$ cat src/rtl/hst_pkg.sv
// Package of the host service table: field widths, codes, shared types.
// No dependencies; every other .sv file under rtl refers to it by scoped names.
`timescale 1ns / 1ps
`default_nettype none

package hst_pkg;

    localparam int TABLE_DEPTH_DEF = 16;

    localparam int KIND_W   = 2;
    localparam int PORT_W   = 16;
    localparam int PROTO_W  = 8;
    localparam int ID_W     = 16;
    localparam int STATUS_W = 3;
    localparam int POL_W    = 4;
    localparam int MAXS_W   = 5;
    localparam int CNT_W    = 5;
    localparam int APB_AW   = 4;
    localparam int APB_DW   = 32;

    // Operation codes of an input transfer
    typedef enum logic [KIND_W-1:0] {
        KIND_UPDATE = 2'd0,
        KIND_LOOKUP = 2'd1,
        KIND_CLEAR  = 2'd2,
        KIND_NONE   = 2'd3
    } kind_t;

    // Result status codes
    typedef enum logic [STATUS_W-1:0] {
        STAT_UPDATED   = 3'd0,
        STAT_ADDED     = 3'd1,
        STAT_OVERFLOW  = 3'd2,
        STAT_FOUND     = 3'd3,
        STAT_NOT_FOUND = 3'd4,
        STAT_CLEARED   = 3'd5
    } status_t;

    // Configuration register indexes (paddr[3:2])
    typedef enum logic [1:0] {
        REG_MAX_SERVICES  = 2'd0,
        REG_FRAG_POLICY   = 2'd1,
        REG_STREAM_POLICY = 2'd2
    } reg_idx_t;

    localparam logic [MAXS_W-1:0] MAX_SERVICES_RST = 5'd16;

    typedef enum logic [2:0] {
        ST_IDLE,
        ST_MATCH,
        ST_PICK,
        ST_RESOLVE,
        ST_CLEAR
    } state_t;

    // One table entry: 41 bits
    typedef struct packed {
        logic [PORT_W-1:0]  port;
        logic [PROTO_W-1:0] proto;
        logic [ID_W-1:0]    id;
        logic               appid;
    } entry_t;

    typedef struct packed {
        kind_t  kind;
        entry_t ent;
    } op_t;

    // Broadcast from control to every cell
    typedef struct packed {
        logic   match;
        entry_t key;
    } cell_cmd_t;

    // Configuration seen by the control
    typedef struct packed {
        logic [MAXS_W-1:0] max_services;
        logic [POL_W-1:0]  frag_pol;
        logic [POL_W-1:0]  stream_pol;
    } cfg_t;

endpackage

`default_nettype wire

$ cat src/rtl/hst_if.sv
// Valid/ready channel interfaces of the host service table.
// Depends on hst_pkg for field widths.
`timescale 1ns / 1ps
`default_nettype none

interface hst_in_if;
    logic                         valid;
    logic                         ready;
    logic [hst_pkg::KIND_W-1:0]   kind;
    logic [hst_pkg::PORT_W-1:0]   port;
    logic [hst_pkg::PROTO_W-1:0]  ip_protocol;
    logic [hst_pkg::ID_W-1:0]     app_protocol_id;
    logic                         from_appid;

    modport source (output valid, kind, port, ip_protocol, app_protocol_id, from_appid,
                    input ready);
    modport sink   (input valid, kind, port, ip_protocol, app_protocol_id, from_appid,
                    output ready);
endinterface

interface hst_out_if;
    logic                          valid;
    logic                          ready;
    logic [hst_pkg::STATUS_W-1:0]  status;
    logic [hst_pkg::ID_W-1:0]      found_protocol_id;
    logic [hst_pkg::POL_W-1:0]     frag_policy_out;
    logic [hst_pkg::POL_W-1:0]     stream_policy_out;
    logic [hst_pkg::CNT_W-1:0]     entry_count;

    modport source (output valid, status, found_protocol_id, frag_policy_out,
                    stream_policy_out, entry_count, input ready);
    modport sink   (input valid, status, found_protocol_id, frag_policy_out,
                    stream_policy_out, entry_count, output ready);
endinterface

`default_nettype wire

$ cat src/rtl/host_service_table.sv
// Top level of the host service table: APB registers, sequencer and a row
// of DEPTH table cells. Uses hst_pkg, hst_if, hst_cfg, hst_ctrl, hst_cell.
//
//  channel  role    handshake            payload
//  req      sink    valid/ready          kind, port, ip_protocol, app_protocol_id, from_appid
//  rsp      source  valid/ready          status, found_protocol_id, policies, entry_count
//  apb      slave   psel/penable/pready  paddr[3:0], pwdata, prdata (32 bits)
//
// Update and lookup go through accept, cell compare, first-match pick and resolve.
// Clear goes through accept and cell compare, then one shift of the cells per removed entry.
// Kind 3 is accepted and dropped with no result.
// No clearing pass after reset: the fill count alone marks live cells.
// A result waits in the output register; the next transfer is accepted meanwhile
// and its resolve step holds until that register is free.
`timescale 1ns / 1ps
`default_nettype none

module host_service_table #(
    parameter int TABLE_DEPTH = hst_pkg::TABLE_DEPTH_DEF
) (
    input  wire logic                        clk,
    input  wire logic                        rst_n,
    hst_in_if.sink                           req,
    hst_out_if.source                        rsp,
    input  wire logic                        psel,
    input  wire logic                        penable,
    input  wire logic                        pwrite,
    input  wire logic [hst_pkg::APB_AW-1:0]  paddr,
    input  wire logic [hst_pkg::APB_DW-1:0]  pwdata,
    output logic      [hst_pkg::APB_DW-1:0]  prdata,
    output logic                             pready
);

    localparam int CW = $clog2(TABLE_DEPTH + 1);

    hst_pkg::cfg_t      cfg;
    hst_pkg::cell_cmd_t cmd;
    hst_pkg::entry_t    ents [TABLE_DEPTH];
    logic [TABLE_DEPTH-1:0] hit_full;
    logic [TABLE_DEPTH-1:0] hit_port;
    logic [TABLE_DEPTH-1:0] rm;
    logic [TABLE_DEPTH-1:0] valid_vec;
    logic [TABLE_DEPTH-1:0] load_vec;
    logic [TABLE_DEPTH-1:0] upd_vec;
    logic [TABLE_DEPTH-1:0] shift_vec;

    hst_cfg u_cfg (
        .clk     (clk),
        .rst_n   (rst_n),
        .psel    (psel),
        .penable (penable),
        .pwrite  (pwrite),
        .paddr   (paddr),
        .pwdata  (pwdata),
        .prdata  (prdata),
        .pready  (pready),
        .cfg     (cfg)
    );

    hst_ctrl #(
        .DEPTH (TABLE_DEPTH),
        .CW    (CW)
    ) u_ctrl (
        .clk       (clk),
        .rst_n     (rst_n),
        .req       (req),
        .rsp       (rsp),
        .cfg       (cfg),
        .cell_ent  (ents),
        .hit_full  (hit_full),
        .hit_port  (hit_port),
        .rm        (rm),
        .cmd       (cmd),
        .valid_vec (valid_vec),
        .load_vec  (load_vec),
        .upd_vec   (upd_vec),
        .shift_vec (shift_vec)
    );

    // Cell row; each cell takes its upper neighbor on a shift, the top one takes zero
    for (genvar i = 0; i < TABLE_DEPTH; i++)
    begin : g_cell
        hst_pkg::entry_t nbr_ent;
        logic            nbr_rm;

        if (i == TABLE_DEPTH - 1)
        begin : g_top
            assign nbr_ent = '0;
            assign nbr_rm  = 1'b0;
        end
        else
        begin : g_mid
            assign nbr_ent = ents[i+1];
            assign nbr_rm  = rm[i+1];
        end

        hst_cell u_cell (
            .clk      (clk),
            .rst_n    (rst_n),
            .cmd      (cmd),
            .valid    (valid_vec[i]),
            .load     (load_vec[i]),
            .upd      (upd_vec[i]),
            .shift    (shift_vec[i]),
            .nbr_ent  (nbr_ent),
            .nbr_rm   (nbr_rm),
            .ent      (ents[i]),
            .hit_full (hit_full[i]),
            .hit_port (hit_port[i]),
            .rm       (rm[i])
        );
    end

endmodule

`default_nettype wire

$ cat src/rtl/hst_cell.sv
// One table cell: holds one entry, compares it against the broadcast key,
// and takes its upper neighbor's entry when the table closes up. Uses hst_pkg.
`timescale 1ns / 1ps
`default_nettype none

module hst_cell (
    input  wire logic               clk,
    input  wire logic               rst_n,
    input  wire hst_pkg::cell_cmd_t cmd,
    input  wire logic               valid,
    input  wire logic               load,
    input  wire logic               upd,
    input  wire logic               shift,
    input  wire hst_pkg::entry_t    nbr_ent,
    input  wire logic               nbr_rm,
    output hst_pkg::entry_t         ent,
    output logic                    hit_full,
    output logic                    hit_port,
    output logic                    rm
);

    hst_pkg::entry_t ent_reg, ent_next;
    logic hit_full_reg, hit_full_next;
    logic hit_port_reg, hit_port_next;
    logic rm_reg, rm_next;

    // Match flags and removal mark
    always_comb
    begin
        hit_full_next = hit_full_reg;
        hit_port_next = hit_port_reg;
        rm_next       = rm_reg;
        if (cmd.match)
        begin
            hit_port_next = valid && (ent_reg.port == cmd.key.port);
            hit_full_next = valid && (ent_reg.port == cmd.key.port)
                            && (ent_reg.proto == cmd.key.proto);
            rm_next       = valid && ent_reg.appid && (ent_reg.id != '0);
        end
        else if (shift)
        begin
            rm_next = nbr_rm;
        end
    end

    // Entry contents
    always_comb
    begin
        ent_next = ent_reg;
        priority if (shift)
        begin
            ent_next = nbr_ent;
        end
        else if (load)
        begin
            ent_next = cmd.key;
        end
        else if (upd)
        begin
            ent_next.id    = cmd.key.id;
            ent_next.appid = cmd.key.appid;
        end
    end

    always_ff @(posedge clk or negedge rst_n)
    begin
        if (!rst_n)
        begin
            hit_full_reg <= 1'b0;
            hit_port_reg <= 1'b0;
            rm_reg       <= 1'b0;
        end
        else
        begin
            hit_full_reg <= hit_full_next;
            hit_port_reg <= hit_port_next;
            rm_reg       <= rm_next;
        end
    end

    // Payload, no reset: read only below the fill count
    always_ff @(posedge clk)
    begin
        ent_reg <= ent_next;
    end

    assign ent      = ent_reg;
    assign hit_full = hit_full_reg;
    assign hit_port = hit_port_reg;
    assign rm       = rm_reg;

endmodule

`default_nettype wire

$ cat src/rtl/hst_cfg.sv
// APB configuration registers: service limit, fragment and stream policy codes.
// Uses hst_pkg; pready is tied high.
`timescale 1ns / 1ps
`default_nettype none

module hst_cfg (
    input  wire logic                          clk,
    input  wire logic                          rst_n,
    input  wire logic                          psel,
    input  wire logic                          penable,
    input  wire logic                          pwrite,
    input  wire logic [hst_pkg::APB_AW-1:0]    paddr,
    input  wire logic [hst_pkg::APB_DW-1:0]    pwdata,
    output logic      [hst_pkg::APB_DW-1:0]    prdata,
    output logic                               pready,
    output hst_pkg::cfg_t                      cfg
);

    logic [hst_pkg::MAXS_W-1:0] max_reg, max_next;
    logic [hst_pkg::POL_W-1:0]  frag_reg, frag_next;
    logic [hst_pkg::POL_W-1:0]  stream_reg, stream_next;
    hst_pkg::reg_idx_t          idx;
    logic                       wr_en;

    assign idx    = hst_pkg::reg_idx_t'(paddr[3:2]);
    assign wr_en  = psel && penable && pwrite;
    assign pready = 1'b1;

    // Register writes
    always_comb
    begin
        max_next    = max_reg;
        frag_next   = frag_reg;
        stream_next = stream_reg;
        if (wr_en)
        begin
            unique case (idx)
                hst_pkg::REG_MAX_SERVICES:  max_next    = pwdata[hst_pkg::MAXS_W-1:0];
                hst_pkg::REG_FRAG_POLICY:   frag_next   = pwdata[hst_pkg::POL_W-1:0];
                hst_pkg::REG_STREAM_POLICY: stream_next = pwdata[hst_pkg::POL_W-1:0];
                default:                    ;
            endcase
        end
    end

    always_ff @(posedge clk or negedge rst_n)
    begin
        if (!rst_n)
        begin
            max_reg    <= hst_pkg::MAX_SERVICES_RST;
            frag_reg   <= '0;
            stream_reg <= '0;
        end
        else
        begin
            max_reg    <= max_next;
            frag_reg   <= frag_next;
            stream_reg <= stream_next;
        end
    end

    // Read back
    always_comb
    begin
        unique case (idx)
            hst_pkg::REG_MAX_SERVICES:  prdata = hst_pkg::APB_DW'(max_reg);
            hst_pkg::REG_FRAG_POLICY:   prdata = hst_pkg::APB_DW'(frag_reg);
            hst_pkg::REG_STREAM_POLICY: prdata = hst_pkg::APB_DW'(stream_reg);
            default:                    prdata = '0;
        endcase
    end

    assign cfg.max_services = max_reg;
    assign cfg.frag_pol     = frag_reg;
    assign cfg.stream_pol   = stream_reg;

endmodule

`default_nettype wire

$ cat src/rtl/hst_ctrl.sv
// Sequencer of the host service table: latches an operation, picks the first
// matching cell, drives cell writes and close-up shifts, holds the fill count
// and the result register. Uses hst_pkg and the channel interfaces.
`timescale 1ns / 1ps
`default_nettype none

module hst_ctrl #(
    parameter int DEPTH = hst_pkg::TABLE_DEPTH_DEF,
    parameter int CW    = $clog2(DEPTH + 1)
) (
    input  wire logic               clk,
    input  wire logic               rst_n,
    hst_in_if.sink                  req,
    hst_out_if.source               rsp,
    input  wire hst_pkg::cfg_t      cfg,
    input  wire hst_pkg::entry_t    cell_ent [DEPTH],
    input  wire logic [DEPTH-1:0]   hit_full,
    input  wire logic [DEPTH-1:0]   hit_port,
    input  wire logic [DEPTH-1:0]   rm,
    output hst_pkg::cell_cmd_t      cmd,
    output logic [DEPTH-1:0]        valid_vec,
    output logic [DEPTH-1:0]        load_vec,
    output logic [DEPTH-1:0]        upd_vec,
    output logic [DEPTH-1:0]        shift_vec
);

    localparam int MW = (CW > hst_pkg::MAXS_W) ? CW : hst_pkg::MAXS_W;

    hst_pkg::state_t state_reg, state_next;
    hst_pkg::op_t    op_reg, op_next;
    logic [CW-1:0]   count_reg, count_next;
    logic [DEPTH-1:0] first_reg, first_next;
    logic            any_reg, any_next;

    logic                         rsp_valid_reg, rsp_valid_next;
    logic [hst_pkg::STATUS_W-1:0] status_reg, status_next;
    logic [hst_pkg::ID_W-1:0]     fid_reg, fid_next;
    logic [hst_pkg::POL_W-1:0]    fpol_reg, fpol_next;
    logic [hst_pkg::POL_W-1:0]    spol_reg, spol_next;
    logic [hst_pkg::CNT_W-1:0]    cnt_out_reg, cnt_out_next;

    logic                     accept;
    logic                     out_free;
    logic                     room;
    logic                     rsp_fire;
    logic [DEPTH-1:0]         hits;
    logic [DEPTH-1:0]         rm_first;
    logic [hst_pkg::ID_W-1:0] found_id;
    hst_pkg::status_t         res_status;
    logic [hst_pkg::ID_W-1:0] res_id;
    logic                     res_pol;

    assign accept   = req.valid && req.ready;
    assign out_free = !rsp_valid_reg || rsp.ready;
    assign room     = (count_reg < CW'(DEPTH))
                      && (MW'(count_reg) < MW'(cfg.max_services));
    assign hits     = (op_reg.kind == hst_pkg::KIND_LOOKUP) ? hit_port : hit_full;
    assign rm_first = rm & (~rm + DEPTH'(1));

    // Id of the selected cell
    always_comb
    begin
        found_id = '0;
        for (int i = 0; i < DEPTH; i++)
        begin
            found_id = found_id | (cell_ent[i].id & {hst_pkg::ID_W{first_reg[i]}});
        end
    end

    // Cells below the fill count hold live entries
    always_comb
    begin
        for (int i = 0; i < DEPTH; i++)
        begin
            valid_vec[i] = CW'(i) < count_reg;
        end
    end

    // Next state
    always_comb
    begin
        state_next = state_reg;
        unique case (state_reg)
            hst_pkg::ST_IDLE:
            begin
                if (accept && (hst_pkg::kind_t'(req.kind) != hst_pkg::KIND_NONE))
                begin
                    state_next = hst_pkg::ST_MATCH;
                end
            end
            hst_pkg::ST_MATCH:
            begin
                state_next = (op_reg.kind == hst_pkg::KIND_CLEAR) ? hst_pkg::ST_CLEAR
                                                                  : hst_pkg::ST_PICK;
            end
            hst_pkg::ST_PICK:
            begin
                state_next = hst_pkg::ST_RESOLVE;
            end
            hst_pkg::ST_RESOLVE:
            begin
                if (out_free)
                begin
                    state_next = hst_pkg::ST_IDLE;
                end
            end
            hst_pkg::ST_CLEAR:
            begin
                if (!(|rm) && out_free)
                begin
                    state_next = hst_pkg::ST_IDLE;
                end
            end
            default: state_next = hst_pkg::ST_IDLE;
        endcase
    end

    // Outputs: cell strobes, count update, result
    always_comb
    begin
        req.ready  = (state_reg == hst_pkg::ST_IDLE);
        cmd.match  = (state_reg == hst_pkg::ST_MATCH);
        cmd.key    = op_reg.ent;
        load_vec   = '0;
        upd_vec    = '0;
        shift_vec  = '0;
        count_next = count_reg;
        rsp_fire   = 1'b0;
        res_status = hst_pkg::STAT_UPDATED;
        res_id     = '0;
        res_pol    = 1'b0;
        unique case (state_reg)
            hst_pkg::ST_RESOLVE:
            begin
                if (out_free)
                begin
                    rsp_fire = 1'b1;
                    if (op_reg.kind == hst_pkg::KIND_LOOKUP)
                    begin
                        res_pol    = 1'b1;
                        res_status = any_reg ? hst_pkg::STAT_FOUND : hst_pkg::STAT_NOT_FOUND;
                        res_id     = found_id;
                    end
                    else if (any_reg)
                    begin
                        res_status = hst_pkg::STAT_UPDATED;
                        if (found_id != op_reg.ent.id)
                        begin
                            upd_vec = first_reg;
                        end
                    end
                    else if (room)
                    begin
                        res_status = hst_pkg::STAT_ADDED;
                        count_next = count_reg + CW'(1);
                        for (int i = 0; i < DEPTH; i++)
                        begin
                            load_vec[i] = (count_reg == CW'(i));
                        end
                    end
                    else
                    begin
                        res_status = hst_pkg::STAT_OVERFLOW;
                    end
                end
            end
            hst_pkg::ST_CLEAR:
            begin
                // Drop the lowest marked entry; everything above moves down one
                if (|rm)
                begin
                    shift_vec  = ~(rm_first - DEPTH'(1));
                    count_next = count_reg - CW'(1);
                end
                else if (out_free)
                begin
                    rsp_fire   = 1'b1;
                    res_status = hst_pkg::STAT_CLEARED;
                end
            end
            default: ;
        endcase
    end

    // Operation latch and first-match pick
    always_comb
    begin
        op_next    = op_reg;
        first_next = first_reg;
        any_next   = any_reg;
        if (accept)
        begin
            op_next.kind      = hst_pkg::kind_t'(req.kind);
            op_next.ent.port  = req.port;
            op_next.ent.proto = req.ip_protocol;
            op_next.ent.id    = req.app_protocol_id;
            op_next.ent.appid = req.from_appid;
        end
        if (state_reg == hst_pkg::ST_PICK)
        begin
            first_next = hits & (~hits + DEPTH'(1));
            any_next   = |hits;
        end
    end

    // Result register
    always_comb
    begin
        rsp_valid_next = rsp_valid_reg && !rsp.ready;
        status_next    = status_reg;
        fid_next       = fid_reg;
        fpol_next      = fpol_reg;
        spol_next      = spol_reg;
        cnt_out_next   = cnt_out_reg;
        if (rsp_fire)
        begin
            rsp_valid_next = 1'b1;
            status_next    = res_status;
            fid_next       = res_id;
            fpol_next      = res_pol ? cfg.frag_pol : '0;
            spol_next      = res_pol ? cfg.stream_pol : '0;
            cnt_out_next   = hst_pkg::CNT_W'(count_next);
        end
    end

    always_ff @(posedge clk or negedge rst_n)
    begin
        if (!rst_n)
        begin
            state_reg     <= hst_pkg::ST_IDLE;
            count_reg     <= '0;
            rsp_valid_reg <= 1'b0;
        end
        else
        begin
            state_reg     <= state_next;
            count_reg     <= count_next;
            rsp_valid_reg <= rsp_valid_next;
        end
    end

    always_ff @(posedge clk)
    begin
        op_reg      <= op_next;
        first_reg   <= first_next;
        any_reg     <= any_next;
        status_reg  <= status_next;
        fid_reg     <= fid_next;
        fpol_reg    <= fpol_next;
        spol_reg    <= spol_next;
        cnt_out_reg <= cnt_out_next;
    end

    assign rsp.valid             = rsp_valid_reg;
    assign rsp.status            = status_reg;
    assign rsp.found_protocol_id = fid_reg;
    assign rsp.frag_policy_out   = fpol_reg;
    assign rsp.stream_policy_out = spol_reg;
    assign rsp.entry_count       = cnt_out_reg;

endmodule

`default_nettype wire

$ cat src/flat_wrapper.sv
// flat-port wrapper written by rule: the top's interface ports become plain ports
module host_service_table_flat 
#(
    parameter int TABLE_DEPTH = hst_pkg::TABLE_DEPTH_DEF
)
  (clk, rst_n, psel, penable, pwrite, paddr, pwdata, prdata, pready, req_valid, req_kind, req_port, req_ip_protocol, req_app_protocol_id, req_from_appid, req_ready, rsp_valid, rsp_status, rsp_found_protocol_id, rsp_frag_policy_out, rsp_stream_policy_out, rsp_entry_count, rsp_ready);
  hst_in_if req_i ();
  hst_out_if rsp_i ();
  input  wire logic clk;
  input  wire logic rst_n;
  input  wire logic psel;
  input  wire logic penable;
  input  wire logic pwrite;
  input  wire logic [hst_pkg::APB_AW-1:0] paddr;
  input  wire logic [hst_pkg::APB_DW-1:0] pwdata;
  output logic      [hst_pkg::APB_DW-1:0] prdata;
  output logic pready;
  input wire logic [$bits(req_i.valid)-1:0] req_valid;
  input wire logic [$bits(req_i.kind)-1:0] req_kind;
  input wire logic [$bits(req_i.port)-1:0] req_port;
  input wire logic [$bits(req_i.ip_protocol)-1:0] req_ip_protocol;
  input wire logic [$bits(req_i.app_protocol_id)-1:0] req_app_protocol_id;
  input wire logic [$bits(req_i.from_appid)-1:0] req_from_appid;
  output wire logic [$bits(req_i.ready)-1:0] req_ready;
  output wire logic [$bits(rsp_i.valid)-1:0] rsp_valid;
  output wire logic [$bits(rsp_i.status)-1:0] rsp_status;
  output wire logic [$bits(rsp_i.found_protocol_id)-1:0] rsp_found_protocol_id;
  output wire logic [$bits(rsp_i.frag_policy_out)-1:0] rsp_frag_policy_out;
  output wire logic [$bits(rsp_i.stream_policy_out)-1:0] rsp_stream_policy_out;
  output wire logic [$bits(rsp_i.entry_count)-1:0] rsp_entry_count;
  input wire logic [$bits(rsp_i.ready)-1:0] rsp_ready;
  assign req_i.valid = req_valid;
  assign req_i.kind = req_kind;
  assign req_i.port = req_port;
  assign req_i.ip_protocol = req_ip_protocol;
  assign req_i.app_protocol_id = req_app_protocol_id;
  assign req_i.from_appid = req_from_appid;
  assign req_ready = req_i.ready;
  assign rsp_valid = rsp_i.valid;
  assign rsp_status = rsp_i.status;
  assign rsp_found_protocol_id = rsp_i.found_protocol_id;
  assign rsp_frag_policy_out = rsp_i.frag_policy_out;
  assign rsp_stream_policy_out = rsp_i.stream_policy_out;
  assign rsp_entry_count = rsp_i.entry_count;
  assign rsp_i.ready = rsp_ready;
  host_service_table #(.TABLE_DEPTH(TABLE_DEPTH)) u_core (.clk(clk), .rst_n(rst_n), .req(req_i), .rsp(rsp_i), .psel(psel), .penable(penable), .pwrite(pwrite), .paddr(paddr), .pwdata(pwdata), .prdata(prdata), .pready(pready));
endmodule
$ cat config.mk
export PLATFORM = sky130hd
export DESIGN_NAME = host_service_table_flat
export DESIGN_NICKNAME = d
export VERILOG_FILES = /design/src/rtl/hst_pkg.sv /design/src/rtl/hst_if.sv /design/src/rtl/host_service_table.sv /design/src/rtl/hst_cell.sv /design/src/rtl/hst_cfg.sv /design/src/rtl/hst_ctrl.sv /design/src/flat_wrapper.sv
export SDC_FILE = /design/constraint.sdc
export NUM_CORES = 2
export LEC_CHECK = 0
export BUFFER_PORTS_ARGS = -buffer_cell sky130_fd_sc_hd__buf_2
export CAP_MARGIN = 20
export CORE_ASPECT_RATIO = 1.5
export CORE_UTILIZATION = 53
export DETAILED_ROUTE_END_ITERATION = 12
export GPL_TIMING_DRIVEN = 0
export MAX_ROUTING_LAYER = met4
export PLACE_DENSITY = 0.78
export SLEW_MARGIN = 40
export SYNTH_ARGS = -nofsm -noshare
export SYNTH_HDL_FRONTEND = slang
export SYNTH_SLANG_ARGS = --single-unit
$ cat constraint.sdc
create_clock -name clk -period 15.2 [get_ports clk]
set_clock_uncertainty 0.15 [all_clocks]
set_input_delay 3.8 -clock clk [delete_from_list [all_inputs] [get_ports clk]]
set_output_delay 3.8 -clock clk [all_outputs]
set_load 0.02 [all_outputs]
* Yosys cells after proc, flatten, opt, wreduce, memory -nomap -nowiden
Cells that the tools add are included.
** Storage, ports and cells
- Flip-flop bits (word level) :: 818
- Input bits :: 86
- Output and inout bits :: 67
- Logic and storage cells :: 531
** Operators by class
- Add/subtract/negate cells :: 5
- Order comparisons :: 18
- Eq/ne operators :: 60
- Mux-type cells :: 134
- Bitwise gates (word level) :: 36
- Reduce and logical (&&, ||, !) cells :: 148
** Operator list (number)
- 2-to-1 mux 41 bit :: 15
- 2-to-1 mux 17 bit :: 32
- 2-to-1 mux 24 bit :: 15
- bitwise AND 16 bit :: 18
- equality test 16 bit :: 16
- nonzero test 16 bit :: 16
- bitwise OR 16 bit :: 15
- 2-to-1 mux 16 bit :: 13
- equality test 8 bit :: 16
- logical AND 1 bit :: 71
- nonzero test 2 bit :: 32
- inverter 16 bit :: 3
- nonzero test 3 bit :: 15
- equality test 5 x 4 -> 1 bit, second input constant :: 8
- less-than comparator 4 x 5 -> 1 bit, first input constant :: 8
- 2-to-1 mux 1 bit :: 38
- adder 16 x 1 -> 16 bit, second input constant :: 2
- OR reduction 16 bit :: 2
- 2-to-1 mux 3 bit :: 9
- 2-to-1 mux 5 bit :: 5
- equality test 5 x 3 -> 1 bit, second input constant :: 4
- less-than comparator 3 x 5 -> 1 bit, first input constant :: 4
- inequality test 16 bit :: 1
- subtractor 16 x 1 -> 16 bit, second input constant :: 1
- 28 further kinds :: 42

* Depth between registers and ports, before layout
- Depth in word-level cells :: 25
- Gate-level depth with buffers :: 13
- Gate-level depth less buffers :: 10

* Hierarchy
A second synthesis with hierarchy kept.
** Unflattened totals
- Cell total of the unflattened synthesis :: 2919
- Area, all modules :: 42079.1 um2
** Modules (own cells, without submodules)
- hst_cell :: instances 16, cells each 137, area each 2149.6 um2, sequential area each 1306.3 um2
- hst_ctrl :: instances 1, cells each 650, area each 6825.3 um2, sequential area each 2987.9 um2
- hst_cfg :: instances 1, cells each 76, area each 857.1 um2, sequential area each 326.6 um2
- host_service_table :: instances 1, cells each 1, area each 3.8 um2, sequential area each 0.0 um2

* Least setup slack after synthesis
OpenSTA, ideal clock, no wires.
- Path type :: input-to-output
- From :: input port paddr[2] (netlist bit)
- To :: output port prdata[0] (netlist bit)
- Arrival time :: 4.694 ns
- Required time :: 11.250 ns
- Path slack :: 6.556 ns
- Stages on the path :: 3
- Path buffers :: 1
- Cell sequence :: clkbuf_1 mux2i_1 o21ai_0
** On the way
- Longest elaborated chain between the ends :: 2
- Elaborated cells on any way between the ends :: 4
- Those cells by class :: eq/ne (2); mux (1); reduce/logical (1)
** Ends and longest elaborated chain
- start, declared :: line flat_wrapper.sv:14 : input wire logic [hst_pkg::APB_AW-1:0] paddr;
- equality test 2 bit, or another cell as far along :: line hst_cfg.sv:65 : unique case (idx)
- case mux 5 bit (3 select lines) (*) :: line hst_cfg.sv:65
- end, declared :: line flat_wrapper.sv:16 : output logic [hst_pkg::APB_DW-1:0] prdata;
Mark *: on every way between the ends. The rest lies on a longest branch, timed or not.

* Final worst setup path
- From :: input port paddr[2] (netlist bit)
- To :: output port prdata[3] (netlist bit)
The elaborated chain is that of the path after synthesis.

==> flow_metrics.py <==
metrics = {
    "run_status": {
        "status": "completed",
    },
    "worst_setup_path": {
        "crit_type": "input pin to primary output",
        "crit_family": "buffers and inverters",
        "cp-startpoint": "paddr[2]",
        "worst-path-max-fanout": 9,
        "worst_setup_path_end_kind": "primary output",
        "arrival_ps": 4770,
        "required_ps": 11250,
        "path_buf_inv": 2,
        "slowest_stage": "clkbuf_1",
        "r2r_start": "u_core.u_ctrl.first_reg[9]",
        "crit_path_max_incr_delay_ps": 380,
        "cp-start-kind": "input pin",
        "cp_cell_sequence": "clkbuf_1, mux2i_1, o21ai_0, buf_2",
    },
    "sta": {
        "slew_headroom_pct": 28.1,
        "rsz0062_at_grt": "no",
        "finalSetupViolCount": 0,
        "min_period_ps": 8720,
        "tightest_slew_ps": 1080,
        "hold_viol": 0,
        "fin_setup_tns_ps": 0,
        "slew_violations": 0,
        "max_freq_ghz": 0.115,
        "finalCritPeriodShare_pct": 57.4,
    },
    "yosys": {
        "postSynthCellCount": 3138,
        "synth-edff-count": 707,
        "ys_ff_latch": 818,
        "yosysSeqAreaShare_pct": 58.2,
        "ys_types": 60,
        "yosysMostFrequentCell": "edfxtp_1",
        "synth_warnings": 0,
        "avgSynthCellArea_sq_um": 13.0,
        "synth_area_sq_mm": 0.0409,
        "synth.area.top_cells": "edfxtp_1 (52%), mux2_2 (15%), xnor2_1 (5.2%)",
        "yosys.area.top_type": "edfxtp_1",
        "synth.top_cells.by_count": "edfxtp_1 (707), mux2_2 (529), xnor2_1 (244), nand2_1 (242), clkbuf_1 (201)",
        "yosysTopAreaCellShare_pct": 51.9,
        "async_flop_share_pct": 8.56,
        "synthFlopType": "edfxtp_1",
    },
    "clock_tree": {
        "post_cts_resized": 0,
        "numCtsBuffers": 81,
        "cts.sinks": 818,
        "cts_root_buffer": "clkbuf_16",
        "cts_tree": "done",
        "htree_levels": 3,
        "clkLatencyLatePin_ps": 650,
        "cts_buffer_depth": 3,
        "postCtsSetupRepairBufs": 0,
        "hold_buffers": 0,
        "cts.clk_slew.worst_paths_ps": 60,
    },
    "global_routing": {
        "globalRouteTotalUtil_pct": 43.6,
        "antenna_found_initial": 7,
        "use_met3_pct": 7.58,
        "grt_pass1_wl_mm": 227,
        "grt_max_degree": 52,
        "use_met2_pct": 74.3,
        "grt_pass1_vias": 30000,
        "grt_overflow": 0,
        "use_met1_pct": 39.0,
        "busiest_layer": "met2",
    },
    "floorplanning": {
        "io_pins": 153,
        "chipHeight_um": 342,
        "core-area_sq_mm": 0.0763,
        "initial_utilization_pct": 53.6,
        "die_area_sq_mm": 0.0784,
        "fp-row-count": 124,
        "die_x_um": 229,
    },
    "routing": {
        "vias": 28900,
        "first_pass_iters": 5,
        "drt-total-wl_mm": 165,
        "viasPerCell": 6.50,
        "routedWlPerCell_um": 37.1,
        "dr.first_iter.drc_count": 2525,
        "final_antenna_net_count": 0,
        "route.detailed.drc": 0,
    },
    "layout": {
        "fillCellCount": 6155,
        "fin_nets": 3464,
        "final_util_pct": 60.4,
        "syn_to_final_growth_pct": 12.7,
        "drive_above_1_share_pct": 27.5,
        "largest_reg_flops": 656,
    },
    "placed_design": {
        "dp_hpwl_mm": 129,
        "port_buffers": 94,
        "place.gp.congestion": 1.02,
    },
    "power_and_ir_drop": {
        "power_density_mw_per_mm2": 178,
        "leakagePower_nw": 15.7,
        "ir_worst_vdd_mv": 0.128,
    },
    "flow_run": {
        "drv_cap": 0,
    },
    "worst_hold_path": {
        "hold_class": "flip-flop to flip-flop",
        "min_from": "u_core.g_cell[4].u_cell.hit_port",
    },
}
-- per-layer routing --
| metal | share of wire (%) | up-vias | wire length [um] |
|---|---|---|---|
| li1 | - | 12200 | - |
| met1 | 30 | 14400 | 50100 |
| met3 | 5.6 | 756 | 9250 |
| met4 | 14 | 0 | 22300 |
| met2 | 51 | 1543 | 83500 |
| met5 | 0 | - | 0 |
-- stage by stage --
step	area [sq um]	setup WS, ps	power (mW)	std cells	hold slack, ps
after floorplan	41000	6560	4.86	3164	293
after global placement	42800	4120	5.97	4266	308
after detailed placement	43400	6520	6.06	4293	313
after CTS	46000	6530	8.10	4442	328
after global routing	46100	6430	8.38	4448	342
final	46100	6480	8.21	4450	329
-- tightest hold or removal path, delay by kind of cell, from the launching register on --
family	cells	cell delay, ps
and+or+nand+nor	2	110
DFF	1	340
-- where the power goes --
group / switching [mW] / internal (mW)
Sequential: 0.372 / 3.05
Combinational: 1.77 / 0.931
Clock: 0.908 / 1.17
Total: 3.05 / 5.15
-- kinds of logic (layout without fill, tap and decap cells) --
group / after synthesis / in the layout / synth area share [%]
AO/OA/AOI/OAI: 393 / 393 / 6.49
other: 2 / 35 / 0.0183
XOR/XNOR: 405 / 405 / 8.67
adder cells (fa/ha/maj): 9 / 9 / 0.275
AND/OR/NAND/NOR: 646 / 646 / 8.03
multiplexers: 543 / 543 / 14.9
flip-flops: 818 / 818 / 58.2
buffers and inverters: 322 / 593 / 3.45
-- placed cells by master (no fill, tap or decap), types with 54 or more instances in the layout --
master / n
buf_2: 135
nand2_1: 241
a221oi_1: 60
clkbuf_16: 88
edfxtp_1: 707
buf_4: 54
o21ai_0: 142
dfrtp_1: 69
a22o_1: 64
nor2_1: 62
xnor2_1: 244
nor4_1: 112
clkbuf_1: 186
nand4_1: 103
mux2_2: 529
xor2_1: 161
-- layout make-up --
cell class	count	area [sq um]	area share, %
flip-flops and latches	818	23800	51.6
multi-input cells	2024	16100	34.9
clock buffers	117	2360	5.12
plain buffers	294	1390	3.01
well taps	1008	1260	2.73
repair buffers	122	806	1.75
clock inverters	32	290	0.629
inverters	28	105	0.228
diodes	7	17.5	0.0380
-- path summary, 6_finish.rpt --
path	to	slack [ps]	cells after the start
worst max register to register	u_core.g_cell[15].u_cell.ent[11]	9230	13
worst max-delay path	prdata[3]	6480	4
worst min-delay path	u_core.g_cell[4].u_cell.hit_port	330	2
worst min register to register	u_core.g_cell[4].u_cell.hit_port	330	2
max in group asynchronous	u_core.g_cell[13].u_cell.hit_full	11500	2
min in group asynchronous	u_core.u_ctrl.state_reg[0]	2850	1
Power figures use the tool's default switching activity.
